===== config.mk =====
export PLATFORM = sky130hd
export DESIGN_NAME = bmpc_temp
export DESIGN_NICKNAME = d
export VERILOG_FILES = /design/src/rtl/bmpc_pkg.sv /design/src/rtl/bmpc_temp.sv
export SDC_FILE = /design/constraint.sdc
export NUM_CORES = 2
export LEC_CHECK = 0
export ABC_CLOCK_PERIOD_IN_PS = 13300
export BUFFER_PORTS_ARGS = -buffer_cell sky130_fd_sc_hd__buf_2
export CAP_MARGIN = 20
export CORE_ASPECT_RATIO = 0.75
export CORE_MARGIN = 4
export CORE_UTILIZATION = 25
export DETAILED_ROUTE_END_ITERATION = 10
export HOLD_SLACK_MARGIN = 0.15
export PLACE_DENSITY = 0.45
export REMOVE_ABC_BUFFERS = 1
export SLEW_MARGIN = 10
export SYNTH_ARGS = -nofsm -noshare
export SYNTH_HDL_FRONTEND = slang
export SYNTH_SLANG_ARGS = --single-unit
export TNS_END_PERCENT = 30

===== constraint.sdc =====
create_clock -name clk -period 13.3 [get_ports clk]
set_clock_uncertainty 0.15 [all_clocks]
set_input_delay 1.33 -clock clk [delete_from_list [all_inputs] [get_ports clk]]
set_output_delay 1.33 -clock clk [all_outputs]
set_load 0.01 [all_outputs]

===== src/rtl/bmpc_pkg.sv =====
// Shared types and constants for the barometric compensation pipeline.
`default_nettype none
package bmpc_pkg;

  localparam logic signed [31:0] T_FINE_OFS = 32'sd128000;
  localparam logic [20:0]        P_BASE     = 21'd1048576;
  localparam logic signed [63:0] P_SCALE    = 64'sd3125;
  localparam logic signed [63:0] P1_BIAS    = 64'sh0000_8000_0000_0000;
  localparam logic signed [63:0] P_MAX      = 64'sd4294967295;
  localparam int                 DIV_STAGES = 64;

  typedef enum logic [1:0] {
    REG_TEMP  = 2'd0,
    REG_PRS_A = 2'd1,
    REG_PRS_B = 2'd2,
    REG_PRS_C = 2'd3
  } cfg_reg_t;

  typedef struct packed {
    logic [19:0] raw_temperature;
    logic [19:0] raw_pressure;
  } in_beat_t;

  typedef struct packed {
    logic signed [15:0] temperature_centi;
    logic [31:0]        pressure_q24_8;
    logic               pressure_valid;
  } out_beat_t;

  typedef struct packed {
    logic [15:0]        t1;
    logic signed [15:0] t2;
    logic signed [15:0] t3;
    logic [15:0]        p1;
    logic signed [15:0] p2;
    logic signed [15:0] p3;
    logic signed [15:0] p4;
    logic signed [15:0] p5;
    logic signed [15:0] p6;
    logic signed [15:0] p7;
    logic signed [15:0] p8;
    logic signed [15:0] p9;
  } coeff_t;

  typedef struct packed {
    logic signed [15:0] tc;
    logic signed [31:0] v1;
    logic [19:0]        adc_p;
  } temp_beat_t;

  typedef struct packed {
    logic signed [15:0] tc;
    logic signed [63:0] num;
    logic signed [30:0] dv;
  } poly_beat_t;

  typedef struct packed {
    logic [63:0]        q;
    logic [30:0]        rem;
    logic [30:0]        ud;
    logic               neg;
    logic               zero;
    logic signed [15:0] tc;
  } div_beat_t;

  typedef struct packed {
    logic signed [63:0] p;
    logic signed [63:0] ps;
    logic signed [63:0] m1;
    logic signed [63:0] acc;
    logic signed [63:0] c8;
    logic               zero;
    logic signed [15:0] tc;
  } post_beat_t;

endpackage
`default_nettype wire


===== src/rtl/bmpc_temp.sv =====
// Temperature compensation stages: fine temperature, centidegrees and pressure offset term.
`default_nettype none
module bmpc_temp (
  input  logic                  clk,
  input  logic                  rst_n,
  input  logic                  in_vld,
  input  bmpc_pkg::in_beat_t    in_data,
  input  bmpc_pkg::coeff_t      coef,
  output logic                  out_vld,
  output bmpc_pkg::temp_beat_t  out_data
);

  logic [3:0]           vld_r;
  logic signed [17:0]   ta;
  logic signed [16:0]   td;
  logic signed [33:0]   x1_nxt;
  logic signed [33:0]   dd_nxt;
  logic signed [33:0]   x1_r;
  logic [31:0]          dd_r;
  logic [19:0]          adc1_r;
  logic signed [22:0]   a_nxt;
  logic signed [36:0]   b_nxt;
  logic signed [22:0]   a_r;
  logic signed [36:0]   b_r;
  logic [19:0]          adc2_r;
  logic signed [31:0]   tf_nxt;
  logic signed [31:0]   tf_r;
  logic [19:0]          adc3_r;
  logic signed [31:0]   t5;
  logic signed [23:0]   tsh;
  bmpc_pkg::temp_beat_t res_nxt;
  bmpc_pkg::temp_beat_t res_r;

  always_comb begin
    ta     = $signed({1'b0, in_data.raw_temperature[19:3]}) - $signed({1'b0, coef.t1, 1'b0});
    td     = $signed({1'b0, in_data.raw_temperature[19:4]}) - $signed({1'b0, coef.t1});
    x1_nxt = ta * coef.t2;
    dd_nxt = td * td;
    a_nxt  = x1_r[33:11];
    b_nxt  = $signed({1'b0, dd_r[31:12]}) * coef.t3;
    tf_nxt = $signed({{9{a_r[22]}}, a_r}) + $signed({{9{b_r[36]}}, b_r[36:14]});
    t5     = tf_r * 32'sd5 + 32'sd128;
    tsh    = t5[31:8];
    if (tsh > 24'sd32767) begin
      res_nxt.tc = 16'sh7FFF;
    end else if (tsh < -24'sd32768) begin
      res_nxt.tc = 16'sh8000;
    end else begin
      res_nxt.tc = tsh[15:0];
    end
    res_nxt.v1    = tf_r - bmpc_pkg::T_FINE_OFS;
    res_nxt.adc_p = adc3_r;
  end

  always_ff @(posedge clk) begin
    if (!rst_n) begin
      vld_r <= '0;
    end else begin
      vld_r <= {vld_r[2:0], in_vld};
    end
    x1_r   <= x1_nxt;
    dd_r   <= dd_nxt[31:0];
    adc1_r <= in_data.raw_pressure;
    a_r    <= a_nxt;
    b_r    <= b_nxt;
    adc2_r <= adc1_r;
    tf_r   <= tf_nxt;
    adc3_r <= adc2_r;
    res_r  <= res_nxt;
  end

  assign out_vld  = vld_r[3];
  assign out_data = res_r;

endmodule
`default_nettype wire


# Word level (Yosys, flattened, before mapping)
# Cells that the tools add are included.
dict set report word_totals {
  ff_bits 282
  in_bits 235
  out_inout_bits 69
  elab_cells 24
}
dict set report classes {
  addsub 5
  n_mul 4
  n_lt_le_gt_ge 2
  n_mux 1
}
# op n
set ops {}
lappend ops {{21-bit by 16-bit multiplier with 37-bit output} 1}
lappend ops {{18-bit by 16-bit multiplier with 34-bit output} 1}
lappend ops {{32-bit by 9-bit adder with 32-bit output, second input constant} 1}
lappend ops {{17-bit by 17-bit multiplier with 32-bit output} 1}
lappend ops {{24-bit by 4-bit multiplier with 28-bit output, second input constant} 1}
lappend ops {{24-bit by 18-bit subtractor with 25-bit output, second input constant} 1}
lappend ops {{23-bit by 23-bit adder with 24-bit output} 1}
lappend ops {{24-bit by 16-bit greater-than comparator with 1-bit output, second input constant} 1}
lappend ops {{24-bit by 16-bit less-than comparator with 1-bit output, second input constant} 1}
lappend ops {{17-bit by 17-bit subtractor with 18-bit output} 1}
lappend ops {{16-bit by 16-bit subtractor with 17-bit output} 1}
lappend ops {{16-bit two-way mux} 1}

# Depth between registers and ports, before layout
dict set report logic_depth {
  depth_word 4
  depth_mapped 39
}

# Worst setup path after synthesis
# No wires, ideal clock.
dict set report synth_timing {
  kind {input-to-reg}
  from {in in_data[24] in the netlist's numbering}
  to {reg x1_r[30]}
  setup_time_ns 0.072
  t_arrival_ns 9.167
  path_slack_ns 3.911
  path_stages 35
  n_path_buf 1
  cell_sequence {inv_1 -> ha_1 -> fa_1 -> nor2b_1 -> o21ai_0 -> nand2b_1 -> a21o_1 -> a21o_1 -> a21oi_1 -> o211ai_1 -> nand2_1 -> xor2_1 -> clkinv_1 -> clkbuf_1 -> nand2_1 -> fa_1 -> fa_1 -> inv_1 -> fa_1 -> inv_1 -> fa_1 -> inv_1 -> fa_1 -> fa_1 -> ha_1 -> a21o_1 -> a21o_1 -> a21oi_1 -> o21ai_0 -> a221oi_1 -> o211ai_1 -> nand2_1 -> o21ai_0 -> a21oi_1 -> xnor2_1}
}
dict set report synth_via {
  elab_chain_len 2
}
# element line_no
set synth_lines {}
lappend synth_lines {{start: declaration} bmpc_temp.sv:7} ;# input bmpc_pkg::in_beat_t in_data,
lappend synth_lines {{17-bit by 17-bit subtractor with 18-bit output} bmpc_temp.sv:35} ;# ta = $signed({1'b0, in_data.raw_temperature[19:3]}) - $signed({1'b0, coef.t1, 1'b0});
lappend synth_lines {{18-bit by 16-bit multiplier with 34-bit output} bmpc_temp.sv:37} ;# x1_nxt = ta * coef.t2;
lappend synth_lines {{named net x1_nxt[30]} bmpc_temp.sv:16} ;# logic signed [33:0] x1_nxt;
lappend synth_lines {{end signal: assignment} bmpc_temp.sv:61} ;# x1_r <= x1_nxt;
lappend synth_lines {{end: declaration} bmpc_temp.sv:18} ;# logic signed [33:0] x1_r;
# The timed path passes the listed nets, and every way through them passes these cells.
# A chain may end at the register's enable or synchronous reset.

# Worst setup path after layout
dict set report layout_timing {
  from {in coef[177] in the netlist's numbering}
  to {reg dd_r[31]}
}
dict set report layout_via {
  elab_chain_len 2
}
# element line_no
set layout_lines {}
lappend layout_lines {{start: declaration} bmpc_temp.sv:8} ;# input bmpc_pkg::coeff_t coef,
lappend layout_lines {{16-bit by 16-bit subtractor with 17-bit output} bmpc_temp.sv:36} ;# td = $signed({1'b0, in_data.raw_temperature[19:4]}) - $signed({1'b0, coef.t1});
lappend layout_lines {{17-bit by 17-bit multiplier with 32-bit output} bmpc_temp.sv:38} ;# dd_nxt = td * td;
lappend layout_lines {{named net dd_nxt[31]} bmpc_temp.sv:17} ;# logic signed [33:0] dd_nxt;
lappend layout_lines {{end signal: assignment} bmpc_temp.sv:62} ;# dd_r <= dd_nxt[31:0];
lappend layout_lines {{end: declaration} bmpc_temp.sv:19} ;# logic [31:0] dd_r;
# The timed path passes the listed nets, and every way through them passes these cells.

==> flow_summary.yaml <==
synthesis:
  synth-warning-count: 0
  synth_cell_types: 77
  synth_seq_area_share: 0.1264
  synth_edf_count: 0
  syn-cell-area_mm2: 0.03768
  ys_ff_latch: 238
  synth.avg_cell_area_um2: 9.480
  synth_ff_type: "dfxtp_1"
  netlist_instances: 3975
  synthArstFlopShare: 0
die:
  dieArea_mm2: 0.1571
  die_h_um: 344.2
  start_util: 0.2514
  rows: 123
  io_pins: 304
  core_mm2: 0.1499
  chipWidth_um: 456.3
timing:
  grt_setup_unrepaired: "false"
  period_needed_ns: 10.59
  post-route-period-util: 0.7964
  tns_ns: 0
  max_freq_mhz: 94.41
  slew_viol_final: 0
  hold_violations: 0
  tightest_slew_ns: 1.043
  final-setup-viol-count: 0
  max_slew_margin: 0.3039
grt:
  use_met1: 0.1935
  top_usage_layer: "met2"
  antenna_found_initial: 4
  grt_pass1_wl_um: 156600
  grt_max_degree: 35
  grtUsageTotal: 0.1261
  use_met2: 0.1936
  grt_pass1_vias: 27060
  gr-total-overflow: 0
  met3_usage: 0.01638
critical_path:
  crit_type: "in2reg"
  critPathRequiredTime_ns: 13.61
  path_max_fanout: 14
  cpPeakStageDelay_ns: 0.59
  cp-end-kind: "flip-flop"
  r2r_cells: 25
  cp-start-kind: "input port"
  worstReg2RegEnd: "b_r[36]$_DFF_P_"
  crit_arrival_ns: 10.90
  reg2reg_slack_ns: 5.58
  cp_common_cell: "inv_1"
  reg2reg_from: "dd_r[17]$_DFF_P_"
  critPathSlowestCell: "a311oi_1"
final_layout:
  utilization: 0.2781
  drive_above_1_share: 0.07122
  syn2layout_area_growth_pct: 10.60
  final_cells: 6087
  nets: 5471
  fin_area_mm2: 0.04168
cts:
  cts_buffer_depth: 3
  cts.sinks: 238
  clockRootBuffer: "clkbuf_16"
  clk_pin_slew_ns: 0.07
  numCtsBuffers: 26
  cts.hold.buffers_added: 0
  cts_tree: "yes"
  cts-resized-gates: 0
  post-cts-setup-buffer-count: 0
  clock_latency_ns: 0.57
  htree_levels: 1
min_path:
  hold_depth: 0
  min_from: "adc3_r[14]$_DFF_P_"
  hp-class: "reg2reg"
  hold_end: "out_data[14]$_DFF_P_"
placement:
  port_buffers: 156
  place_area_mm2: 0.04076
  routabilityCongestion: 0.8082
  dp.cells: 6038
  dpl.hpwl_um: 77370
routing:
  wl_per_cell_um: 15.84
  drt_pass1_iterations: 5
  drt_iter0_markers: 1181
  ant_nets: 0
  viasPerCell: 4.121
  totalWireLength_um: 96410
  drc: 0
  via_count: 25080
status:
  status: "complete, no violations"
flow_run:
  drv_cap: 0
state kept, by name, summed over array words and instances, names as in the netlist:
name and flops:
adc3_r 20, tf_r 24, adc2_r 20, x1_r 23
vld_r 4, a_r 23, adc1_r 20, b_r 23
out_data 61, dd_r 20
cell usage after synthesis (4+ instances only):
library cell,number,area share
ha_1,375,0.12
o21ai_2,12,0.0028
xor2_1,43,0.010
a21boi_0,6,0.0012
a21o_1,23,0.0046
dfxtp_1,238,0.13
clkbuf_1,116,0.012
buf_4,7,0.0014
fa_1,794,0.42
or2_2,10,0.0017
a221oi_1,4,0.00093
o21a_1,19,0.0038
xnor2_1,125,0.029
o21bai_1,6,0.0012
o22ai_1,4,0.00066
nand4_1,13,0.0022
nor2_1,183,0.018
o21ai_0,43,0.0057
clkinv_1,5,0.00050
and2_1,224,0.037
nor2b_1,33,0.0055
nand3_1,21,0.0028
nor3_1,30,0.0040
or3_1,9,0.0015
buf_1,5,0.00050
and3_1,18,0.0030
nand2_1,463,0.046
a211oi_1,10,0.0020
nand2b_1,39,0.0065
o211ai_1,8,0.0016
nor4_1,4,0.00066
o31ai_1,4,0.00080
a31oi_1,8,0.0013
a21oi_1,44,0.0058
inv_1,967,0.096
cells by family (layout without fill, tap and decap cells):
group                    after synthesis  in the layout  share of synthesized area
adder cells (fa/ha/maj)             1169           1169                     0.5463
other                                  0              1                          0
multiplexers                           2              2                  0.0005644
AND/OR/NAND/NOR                     1065           1065                     0.1339
AO/OA/AOI/OAI                        228            228                    0.04253
XOR/XNOR                             168            168                    0.03905
flip-flops                           238            238                     0.1264
buffers and inverters               1105           1216                     0.1112
per-layer routing:
layer,share of wire,vias to the layer above
li1,-,11920
met1,0.53,12620
met2,0.41,493
met3,0.048,54
met4,0.012,0
met5,0,-
worst max-delay path, delay by kind of cell:
family	cells	cell delay (ns)
buffers and inverters	8	1.00
AO/OA/AOI/OAI	14	3.39
XOR/XNOR	2	0.66
adder cells (fa/ha/maj)	8	3.55
AND/OR/NAND/NOR	5	0.93
how the worst max path moves through the flow:
stage | endpoint | from | slack [ns]
3_3_place_gp | dd_r[31]$_DFF_P_ | coef[177] | 2.03
3_5_place_dp | dd_r[31]$_DFF_P_ | coef[177] | 2.10
5_1_grt | dd_r[31]$_DFF_P_ | coef[177] | 2.01
4_1_cts | dd_r[31]$_DFF_P_ | coef[177] | 2.69
2_1_floorplan | dd_r[31]$_DFF_P_ | in_data[24] | 3.25
6_report | dd_r[31]$_DFF_P_ | coef[177] | 2.71
cells in the final DEF, fill, tap and decap left out, types with 23 or more instances in the layout:
master,n
fa_1,794
buf_2,156
dfxtp_1,238
and2_1,224
buf_4,39
o21ai_0,43
nand2_1,463
nor2b_1,33
nand2b_1,39
xnor2_1,122
a21o_1,23
xor2_1,41
inv_1,967
nor2_1,183
a21oi_1,43
clkbuf_16,26
nor3_1,30
ha_1,375
stage by stage:
step	worst slack (ns)	hold slack, ns
2_1_floorplan	3.251	0.1596
3_3_place_gp	2.032	0.1599
3_5_place_dp	2.100	0.1621
4_1_cts	2.691	0.1718
5_1_grt	2.006	0.1720
6_report	2.708	0.1713
layout make-up:
cell class | count | area [um^2]
diodes | 1 | 2.502
well taps | 2000 | 2502
clock buffers | 33 | 726.9
fillers | 16100 | 108200
clock inverters | 14 | 178.9
repair buffers | 196 | 1081
flip-flops and latches | 238 | 4765
multi-input cells | 2632 | 28770
inverters | 973 | 3652
Power is not shown: default switching activity piles up to over one toggle a cycle in this logic, so the estimate is an artifact.
